<file path="src/hw/rtl/bis_pkg.sv">
// bilinear image scaler package: shared types, defaults and codes
// no dependencies; imported by every module of the scaler
package bis_pkg;

    localparam int DEF_MAX_WIDTH  = 512;
    localparam int DEF_MAX_HEIGHT = 512;
    localparam int QUEUE_DEPTH    = 4;

    localparam logic [1:0] CFG_SRC_WIDTH  = 2'd0;
    localparam logic [1:0] CFG_SRC_HEIGHT = 2'd1;
    localparam logic [1:0] CFG_STEP_X     = 2'd2;
    localparam logic [1:0] CFG_STEP_Y     = 2'd3;

    typedef enum logic {
        OP_LOAD  = 1'b0,
        OP_QUERY = 1'b1
    } op_t;

    typedef struct packed {
        op_t         op;
        logic [11:0] pos_x;
        logic [11:0] pos_y;
        logic [23:0] rgb;
    } item_t;

    typedef struct packed {
        logic [9:0]  width;
        logic [9:0]  height;
        logic [23:0] step_x;
        logic [23:0] step_y;
    } cfg_t;

    typedef struct packed {
        logic full;
        logic empty;
    } q_stat_t;

endpackage

</file>
<file path="src/hw/rtl/bis_queue.sv">
// bilinear image scaler item queue between front and back
// depends on bis_pkg
module bis_queue
    import bis_pkg::*;
(
    input  logic    clk,
    input  logic    rst_n,
    input  logic    push,
    input  item_t   push_item,
    input  logic    pop,
    output item_t   head,
    output q_stat_t q_stat
);

    localparam int PTR_W = $clog2(QUEUE_DEPTH);
    localparam int CNT_W = $clog2(QUEUE_DEPTH + 1);

    item_t            slot_reg [QUEUE_DEPTH];
    logic [PTR_W-1:0] wr_ptr_reg, wr_ptr_next;
    logic [PTR_W-1:0] rd_ptr_reg, rd_ptr_next;
    logic [CNT_W-1:0] count_reg, count_next;

    assign q_stat.full  = (count_reg == CNT_W'(QUEUE_DEPTH));
    assign q_stat.empty = (count_reg == '0);
    assign head         = slot_reg[rd_ptr_reg];

    always_comb
    begin
        wr_ptr_next = wr_ptr_reg;
        rd_ptr_next = rd_ptr_reg;
        count_next  = count_reg;
        if (push)
        begin
            wr_ptr_next = (wr_ptr_reg == PTR_W'(QUEUE_DEPTH - 1)) ? '0 : wr_ptr_reg + 1'b1;
        end
        if (pop)
        begin
            rd_ptr_next = (rd_ptr_reg == PTR_W'(QUEUE_DEPTH - 1)) ? '0 : rd_ptr_reg + 1'b1;
        end
        priority if (push && !pop)
        begin
            count_next = count_reg + 1'b1;
        end
        else if (pop && !push)
        begin
            count_next = count_reg - 1'b1;
        end
        else
        begin
            count_next = count_reg;
        end
    end

    always_ff @(posedge clk or negedge rst_n)
    begin
        if (!rst_n)
        begin
            wr_ptr_reg <= '0;
            rd_ptr_reg <= '0;
            count_reg  <= '0;
        end
        else
        begin
            wr_ptr_reg <= wr_ptr_next;
            rd_ptr_reg <= rd_ptr_next;
            count_reg  <= count_next;
        end
    end

    always_ff @(posedge clk)
    begin
        if (push)
        begin
            slot_reg[wr_ptr_reg] <= push_item;
        end
    end

endmodule

</file>
<file path="config.mk">
export PLATFORM = sky130hd
export DESIGN_NAME = bis_queue
export DESIGN_NICKNAME = d
export VERILOG_FILES = /design/src/hw/rtl/bis_pkg.sv /design/src/hw/rtl/bis_queue.sv
export SDC_FILE = /design/constraint.sdc
export NUM_CORES = 1
export LEC_CHECK = 0
export ABC_AREA = 1
export ABC_CLOCK_PERIOD_IN_PS = 2800
export BUFFER_PORTS_ARGS = -buffer_cell sky130_fd_sc_hd__buf_4
export CAP_MARGIN = 40
export CORE_MARGIN = 1.5
export CORE_UTILIZATION = 55
export DETAILED_ROUTE_END_ITERATION = 8
export HOLD_SLACK_MARGIN = 0.02
export PLACE_DENSITY = 0.82
export RECOVER_POWER = 25
export SKIP_CTS_REPAIR_TIMING = 1
export SLEW_MARGIN = 0
export SYNTH_ARGS = -nofsm -noshare
export SYNTH_HDL_FRONTEND = slang
export SYNTH_SLANG_ARGS = --single-unit
</file>
<file path="constraint.sdc">
create_clock -name clk -period 2.8 [get_ports clk]
set_input_delay 0.56 -clock clk [delete_from_list [all_inputs] [get_ports clk]]
set_output_delay 0.56 -clock clk [all_outputs]
set_load 0.05 [all_outputs]
</file>
Word level (Yosys, flattened, before mapping)
Memories as Yosys holds them, arrays and structs flattened.
Cells that the tools add are included.
- register bits after elaboration: 7
- memory bits (writable): 196
- bits of input ports: 53
- output and inout bits: 51
- word-level logic and storage cells: 23
- memories: 1
- add/sub/neg operators: 4
- equal/unequal tests: 3
- muxes and demuxes: 6
- reduce and logical (&&, ||, !) cells: 6
- memory list (name ; words ; bits a word ; read ports ; clocked after Yosys merged registers in ; wr ports ; line ; text):
    slot_reg ; 4 ; 49 ; 1 ; 0 ; 1 ; bis_queue.sv:18 ; item_t slot_reg [QUEUE_DEPTH];
- operators by type and width (kind ; number):
    $mux W3 ; 2
    $add A2 B1 Y2 const B ; 2
    $eq A2 B2 Y1 const B ; 2
    $mux W2 ; 2
    $add A3 B1 Y3 const B ; 1
    $eq A3 B3 Y1 const B ; 1
    $logic_not A3 Y1 ; 1
    $sub A3 B1 Y3 const B ; 1
    $logic_and A1 B1 Y1 ; 2
    $logic_not A1 Y1 ; 2
    $mux W1 ; 2
    $reduce_bool A2 Y1 ; 1

Longest topological paths before layout
Gate-level depths: netlist of the first run.
- depth in word-level cells: 4
- mapped depth: 9
- mapped depth without buffers: 9

Least setup slack after synthesis of the first run
Ideal clock, no wire load.
- kind: reg-to-output
- start: register count_reg[0]
- end: output q_stat[0] (netlist bit)
- arrival: 1.522 ns
- required time: 2.240 ns
- path slack: 0.718 ns
- cell stages (with the launch flop): 2
- buffers on the path: 0
- cells stage by stage: dfrtp_1 -> nor3_1
- RTL lines (element ; line ; text):
    start, declared ; bis_queue.sv:21 ; logic [CNT_W-1:0] count_reg, count_next;
    start signal, assigned ; bis_queue.sv:66 ; count_reg <= count_next;
    end, declared ; bis_queue.sv:12 ; output q_stat_t q_stat

==> qor.yml, run 1 <==
yosys:
  synth-seq-cells: 203
  synth_mux_area_share_pct: 0
  ys_seq_area_share_pct: 71.0
  synth_top_family_by_area: "compound AO/OA/AOI/OAI gates"
  synthCells: 624
  synthXorXnorAreaFrac_pct: 0.103
  synth-simple-area-share_pct: 7.46
  synth-compound-area-share_pct: 12.4
  syn-num-nets: 684
  synth.avg_cell_area_sq_um: 13.7
  yosys_warnings: 0
  yosys.area_share.adder_pct: 1.11
  synth.distinct_cells: 18
  netlist_area_sq_mm: 0.00854
worst_setup_path:
  critical_path_buf_inv_count: 3
  cp_top_family: "buffers and inverters"
  path_cells: "inv_8 -> buf_4 -> nand2_1 -> o211ai_2 -> nand2_1 -> buf_4"
  criticalPathCategory: "reg2out"
  required_ps: 2240
  r2r_slack_ps: 1090
  start_kind: "register"
  crit_slowest_cell: "dfrtp_1"
  r2r-end: "slot_reg[2][8]$_DFFE_PP_"
  setup.worst_path.end_class: "primary output"
  critPathMaxFanout: 52
  slowest_delay_ps: 450
  ff2ff_path_depth: 5
  crit_arrival_ps: 2080
  r2r-start: "wr_ptr_reg[0]$_DFFE_PN0P_"
finish:
  final_cell_mix: "edfxtp_1, nand2_1, buf_4, inv_1, o211ai_2"
  num_antenna_cells: 0
  design_area_sq_mm: 0.0101
  n_fill_cell: 1072
  fin_nets: 796
  layout_commonest_cell: "edfxtp_1"
  largest_register_ffs: 196
  layout-drive-gt1-share_pct: 30.1
  syn2layout_area_growth_pct: 18.1
sta:
  fin_crit_sh_pct: 94.3
  fin_skew_ps: 7.99
  setup_viol: 0
  final.setup.tns_ps: 0
  slew_headroom_pct: 67.1
  worstMarginPinSlew_ps: 494
  finalCriticalPeriod_ps: 2640
  fmax_mhz: 379
  report.final.slew_viol_count: 0
  hold_viol_final: 0
  grt_setup_unrepaired: "false"
drt:
  drc_errors: 0
  drt-initial-drc-count: 224
  totalWireLength_um: 16200
  avgViaCountPerCell: 5.24
  ant_nets: 0
  drt_pass1_iterations: 5
  routedWlPerCell_um: 17.3
  vias: 4913
placement:
  portBuffers: 103
  dp_hpwl_um: 9820
  placed_area_sq_mm: 0.00952
  globalplace.congestion: 0.745
die:
  ioPinCount: 104
  coreArea_sq_mm: 0.0152
  fp.dieArea_sq_mm: 0.0163
  initial_core_util_pct: 56.2
  row_count: 45
  dieWidth_um: 128
  die_h_um: 128
power_and_ir_drop:
  ir_drop_mv: 0.844
  power_density_mw_per_mm2: 1190
  p_leak_nw: 4.08
hold_path:
  worstHoldStart: "push_item[14]"
  min_delay_worst_endpoint: "slot_reg[0][14]$_DFFE_PP_"
  worstHoldPathCells: 1
  hold_class: "in2reg"
run_status:
  status: "finished clean"
clock_network:
  cts_tree: "yes"
  cts_buffers: 21
  cts_root_buf: "clkbuf_16"
  clock_sinks: 203
  clk_pin_slew_ps: 60
  cts_buffer_depth: 3
  insertion_delay_ps: 490
  h-tree-depth: 1
global_routing:
  grt_pass1_vias: 5003
  antenna_found_initial: 0
  grt_pass1_wl_um: 25200
  grt_max_degree: 53
  globalRoute.totalOverflow: 0
  track_usage_pct: 20.1
run:
  drv_cap: 0
how the worst max path moves through the flow:
| stage | from | to | cells after the start |
|---|---|---|---|
| after floorplan | count_reg[0]$_DFFE_PN0P_ | q_stat[0] | 1 |
| after global placement | rd_ptr_reg[0]$_DFFE_PN0P_ | head[34] | 6 |
| after detailed placement | rd_ptr_reg[0]$_DFFE_PN0P_ | head[33] | 6 |
| after CTS | rd_ptr_reg[0]$_DFFE_PN0P_ | head[34] | 6 |
| after global routing | rd_ptr_reg[0]$_DFFE_PN0P_ | head[34] | 6 |
| final | rd_ptr_reg[0]$_DFFE_PN0P_ | head[34] | 6 |
cell families after synthesis:
kind of cell | Yosys count
flops | 203
fa+ha+maj | 7
compound gates | 102
simple gates | 168
xor+xnor | 1
buf+inv | 143
cells in the mapped netlist:
library cell / n / area [sq um]
inv_2: 43 / 161
dfrtp_1: 7 / 175
nand3_1: 1 / 5.00
fa_1: 1 / 20.0
nor2_1: 1 / 3.75
inv_1: 68 / 255
nand2_1: 163 / 612
o211ai_2: 60 / 751
buf_2: 15 / 75.1
o211ai_1: 38 / 285
edfxtp_1: 196 / 5890
o21ai_1: 4 / 20.0
ha_1: 6 / 75.1
buf_4: 1 / 7.51
xnor2_1: 1 / 8.76
buf_6: 16 / 180
nor3_1: 2 / 10.0
nand4_1: 1 / 6.26
worst register-to-register path: cells and delay by family (launching register included):
family	cells	cell delay, ps
adder cells (fa/ha/maj)	1	170
buffers and inverters	3	780
flip-flops	1	410
AND/OR/NAND/NOR	1	60
report_power, final:
group          total, W  switching, W  internal [W]
Clock           0.00273       0.00108       0.00165
Combinational   0.00514       0.00365       0.00149
Sequential      0.00411      0.000207       0.00390
Total            0.0120       0.00494       0.00704
through the flow:
| stage | hold WS, ps | setup slack, ps | power [W] | instances | utilization (%) |
|---|---|---|---|---|---|
| final | 279 | 161 | 0.0120 | 938 | 66.3 |
| after global routing | 267 | 17.4 | 0.0125 | 938 | 66.3 |
| after floorplan | 264 | 718 | 0.00794 | 624 | - |
| after CTS | -132 | 64.5 | 0.0121 | 937 | 67.0 |
| after detailed placement | 380 | 588 | 0.00935 | 900 | 62.6 |
| after global placement | 377 | 681 | 0.00919 | 900 | 62.6 |
layer usage:
layer / part of all wire [%] / wire length [um] / GRT usage, %
met5: 0 / 0 / 0
met4: 2.2 / 354 / 7.34
met3: 6.7 / 1090 / 5.23
met2: 51 / 8320 / 34.5
met1: 40 / 6450 / 24.8
cell type report:
cell class | count | area, sq um | area share (%)
Sequential cell | 203 | 6060 | 60.1
Multi-Input combinational cell | 278 | 1800 | 17.8
Timing Repair Buffer | 121 | 891 | 8.84
Clock buffer | 25 | 541 | 5.36
Inverter | 111 | 424 | 4.21
Tap cell | 188 | 235 | 2.33
Clock inverter | 12 | 131 | 1.30
(Power assumes the default switching activity.)
==> run 2, diff against run 1 <==
Settings changed: ABC_AREA 1 to 0, PLACE_DENSITY 0.82 to 0.83.
==> run 2 against run 1 <==
Effect of this change:
- wire length shrank 17%
- non-clock buffer count shrank 3
- cell count shrank 35%
- fmax shrank 0.28%
- global-route usage shrank 0.83 points
- first-iteration DRC count shrank 3.1%
- clock skew grew 3.3 ps
- synthesized cell count shrank 53%
- synthesized area shrank 12%
- die area shrank 11%
- register-to-register slack lost 110 ps
- critical endpoint is now head[37]
- largest power group unchanged
==> qor.yml, run 2 <==
run_status:
  status: "finished clean"  # unchanged
clock_network:
  cts_buffers: 20  # was 21
  cts_buffer_depth: 3  # unchanged
  h-tree-depth: 1  # unchanged
  insertion_delay_ps: 480  # was 490 ps
  cts_root_buf: "clkbuf_16"  # unchanged
  cts_tree: "yes"  # unchanged
  clk_pin_slew_ps: 60  # about the same
  clock_sinks: 203  # unchanged
placement:
  place_ws_ps: 483  # was 588 ps
  portBuffers: 103  # unchanged
  place_inst: 574  # was 900
  dp_hpwl_um: 8120  # was 9820 um
  globalplace.congestion: 0.673  # was 0.745
yosys:
  synthCells: 294  # was 624
  synth-seq-cells: 203  # unchanged
  yosys_warnings: 0  # unchanged
  syn-num-nets: 354  # was 684
  synth.avg_cell_area_sq_um: 25.7  # was 13.7 sq um
  synthMostInstantiatedCell: "edfxtp_1"  # unchanged
  netlist_area_sq_mm: 0.00754  # was 0.00854 sq mm
  async_flop_share_pct: 3.45  # unchanged
  synth_top_area_share_pct: 78.0  # was 68.9%
  yosys.area.top_type: "edfxtp_1"  # unchanged
  synth.distinct_cells: 20  # was 18
  ys_seq_area_share_pct: 80.3  # was 71.0%
  synth_edf_count: 196  # unchanged
  synthTopCellsByArea: "edfxtp_1, mux4_2, dfrtp_1"  # was edfxtp_1, o211ai_2, nand2_1
  synth_flop_cell: "edfxtp_1"  # unchanged
  synth_common_cells: "edfxtp_1, mux4_2, dfrtp_1"  # was edfxtp_1, nand2_1, inv_1
drt:
  drt_pass1_iterations: 4  # was 5
  vias: 3406  # was 4913
  drt-initial-drc-count: 217  # was 224
  drc_errors: 0  # unchanged
  routedWlPerCell_um: 21.9  # was 17.3 um
  totalWireLength_um: 13400  # was 16200 um
  avgViaCountPerCell: 5.56  # was 5.24
  ant_nets: 0  # unchanged
power_and_ir_drop:
  power_density_mw_per_mm2: 1230  # was 1190 mW/mm^2
  p_leak_nw: 3.13  # was 4.08 nW
  ir_drop_mv: 0.887  # was 0.844 mV
global_routing:
  globalRoute.totalOverflow: 0  # unchanged
  track_usage_pct: 19.3  # was 20.1%
  grt_pass1_wl_um: 20600  # was 25200 um
  grt_max_degree: 31  # was 53
  antenna_found_initial: 1  # was 0
  grt_pass1_vias: 3751  # was 5003
worst_setup_path:
  critPathMaxFanout: 18  # was 52
  setup.worst_path.end_class: "primary output"  # unchanged
  crit_arrival_ps: 2090  # was 2080 ps
  path_cells: "buf_4 -> mux4_2 -> buf_4"  # was inv_8 -> buf_4 -> nand2_1 -> o211ai_2 -> nand2_1 -> buf_4
  crit_slowest_cell: "dfrtp_2"  # was dfrtp_1
  required_ps: 2240  # about the same
  slowest_delay_ps: 680  # was 450 ps
  criticalPathCategory: "reg2out"  # unchanged
  path_common_cell: "buf_4"
  start_kind: "register"  # unchanged
  cp_top_family: "flip-flops"  # was buffers and inverters
  critical_path_buf_inv_count: 2  # was 3
sta:
  slew_headroom_pct: 59.8  # was 67.1%
  setup_viol: 0  # unchanged
  fmax_mhz: 378  # was 379 MHz
  fin_ws_ps: 153  # was 161 ps
  report.final.slew_viol_count: 0  # unchanged
  grt_setup_unrepaired: "false"  # unchanged
  fin_skew_ps: 11.2  # was 7.99 ps
  finalCriticalPeriod_ps: 2650  # was 2640 ps
  fin_crit_sh_pct: 94.5  # was 94.3%
  worstMarginPinSlew_ps: 603  # was 494 ps
  hold_viol_final: 0  # unchanged
hold_path:
  hold_class: "in2reg"  # unchanged
die:
  ioPinCount: 104  # unchanged
  dieWidth_um: 120  # was 128 um
  fp.dieArea_sq_mm: 0.0144  # was 0.0163 sq mm
  initial_core_util_pct: 56.7  # was 56.2%
  coreArea_sq_mm: 0.0133  # was 0.0152 sq mm
  die_h_um: 120  # was 128 um
  row_count: 42  # was 45
finish:
  syn2layout_area_growth_pct: 21.3  # was 18.1%
  final_cell_mix: "edfxtp_1, buf_4, mux4_2, clkbuf_1, clkbuf_16"  # was edfxtp_1, nand2_1, buf_4, inv_1, o211ai_2
  layout-drive-gt1-share_pct: 38.8  # was 30.1%
  fin_nets: 482  # was 796
  largest_register_ffs: 196  # unchanged
  layout_commonest_cell: "edfxtp_1"  # unchanged
  fin_cells: 613  # was 938
run:
  drv_cap: 0  # unchanged
-- run 2: cell types whose count changed in the layout (fill, tap and decap cells not counted), sizes merged, moves of 4 or more --
cell	change
clkinv	-4
inv	-107
nand2	-161
clkbuf	+4
and2	+4
mux4	+49
buf	-5
o211ai	-98
-- run 2: worst register-to-register path, stage by stage, from the launching register on --
cell and delay, ps:
dfrtp_1 410, inv_1 110, ha_1 170, and2_2 540, buf_4 310
-- run 2: kinds of logic (layout without fill, tap and decap cells) --
group                      after synthesis  in the layout  share of synthesized area (%)
muxes                                   52             52                           15.1
DFF                                    203            203                           80.3
other                                    0              1                              0
buffers and inverters                   16            158                           2.06
xor gates and xnor gates                 3              3                          0.348
and+or+nand+nor                         11             11                          0.746
adders and majority gates                7              7                           1.26
AOI/OAI and AO/OA                        2              2                          0.133
-- run 2: path summary, 6_finish.rpt --
| check | from | endpoint | slack (ps) | depth (start not counted) |
|---|---|---|---|---|
| max | rd_ptr_reg[1]$_DFFE_PN0P_ | head[37] | 150 | 3 |
| min | push_item[18] | slot_reg[0][18]$_DFFE_PP_ | 280 | 1 |
| max reg2reg | wr_ptr_reg[0]$_DFFE_PN0P_ | slot_reg[0][35]$_DFFE_PP_ | 980 | 4 |
| min reg2reg | count_reg[2]$_DFFE_PN0P_ | count_reg[2]$_DFFE_PN0P_ | 500 | 1 |
| max in group asynchronous | rst_n | rd_ptr_reg[0]$_DFFE_PN0P_ | 2220 | 2 |
| min in group asynchronous | rst_n | count_reg[1]$_DFFE_PN0P_ | 440 | 2 |
-- run 2: metal layers --
layer	up-vias	track usage, %	share of wire [%]
met2	105	33.3	52
met1	1768	24.7	39
met4	0	4.54	1.6
met3	24	5.28	7.1
met5	-	0	0
li1	1509	-	-
-- run 2: where the power goes --
group	leakage (nW)	internal, W	switching, W
Clock	0.347	0.00179	0.00105
Combinational	0.898	0.00154	0.00270
Sequential	1.88	0.00391	0.000239
-- run 2: final cells by class --
| class | count | area [sq um] |
|---|---|---|
| inverters | 4 | 15.0 |
| fillers | 845 | 4140 |
| clock inverters | 9 | 141 |
| repair buffers | 118 | 806 |
| clock buffers | 27 | 568 |
| diodes | 1 | 2.50 |
| well taps | 176 | 220 |
| flip-flops and latches | 203 | 6070 |
| multi-input cells | 75 | 1330 |
-- run 2: per-stage QoR --
step | hold WS (ps) | setup TNS [ps] | cell area, sq um | power (W) | utilization [%]
3_5_place_dp | 383 | 0 | 8540 | 0.00849 | 64.3
5_1_grt | 274 | 0 | 9150 | 0.0116 | 68.8
2_1_floorplan | 264 | 0 | 7540 | 0.00738 | -
4_1_cts | -133 | -250 | 9250 | 0.0113 | 69.6
6_report | 278 | 0 | 9150 | 0.0112 | 68.8
3_3_place_gp | 378 | 0 | 8540 | 0.00841 | 64.3
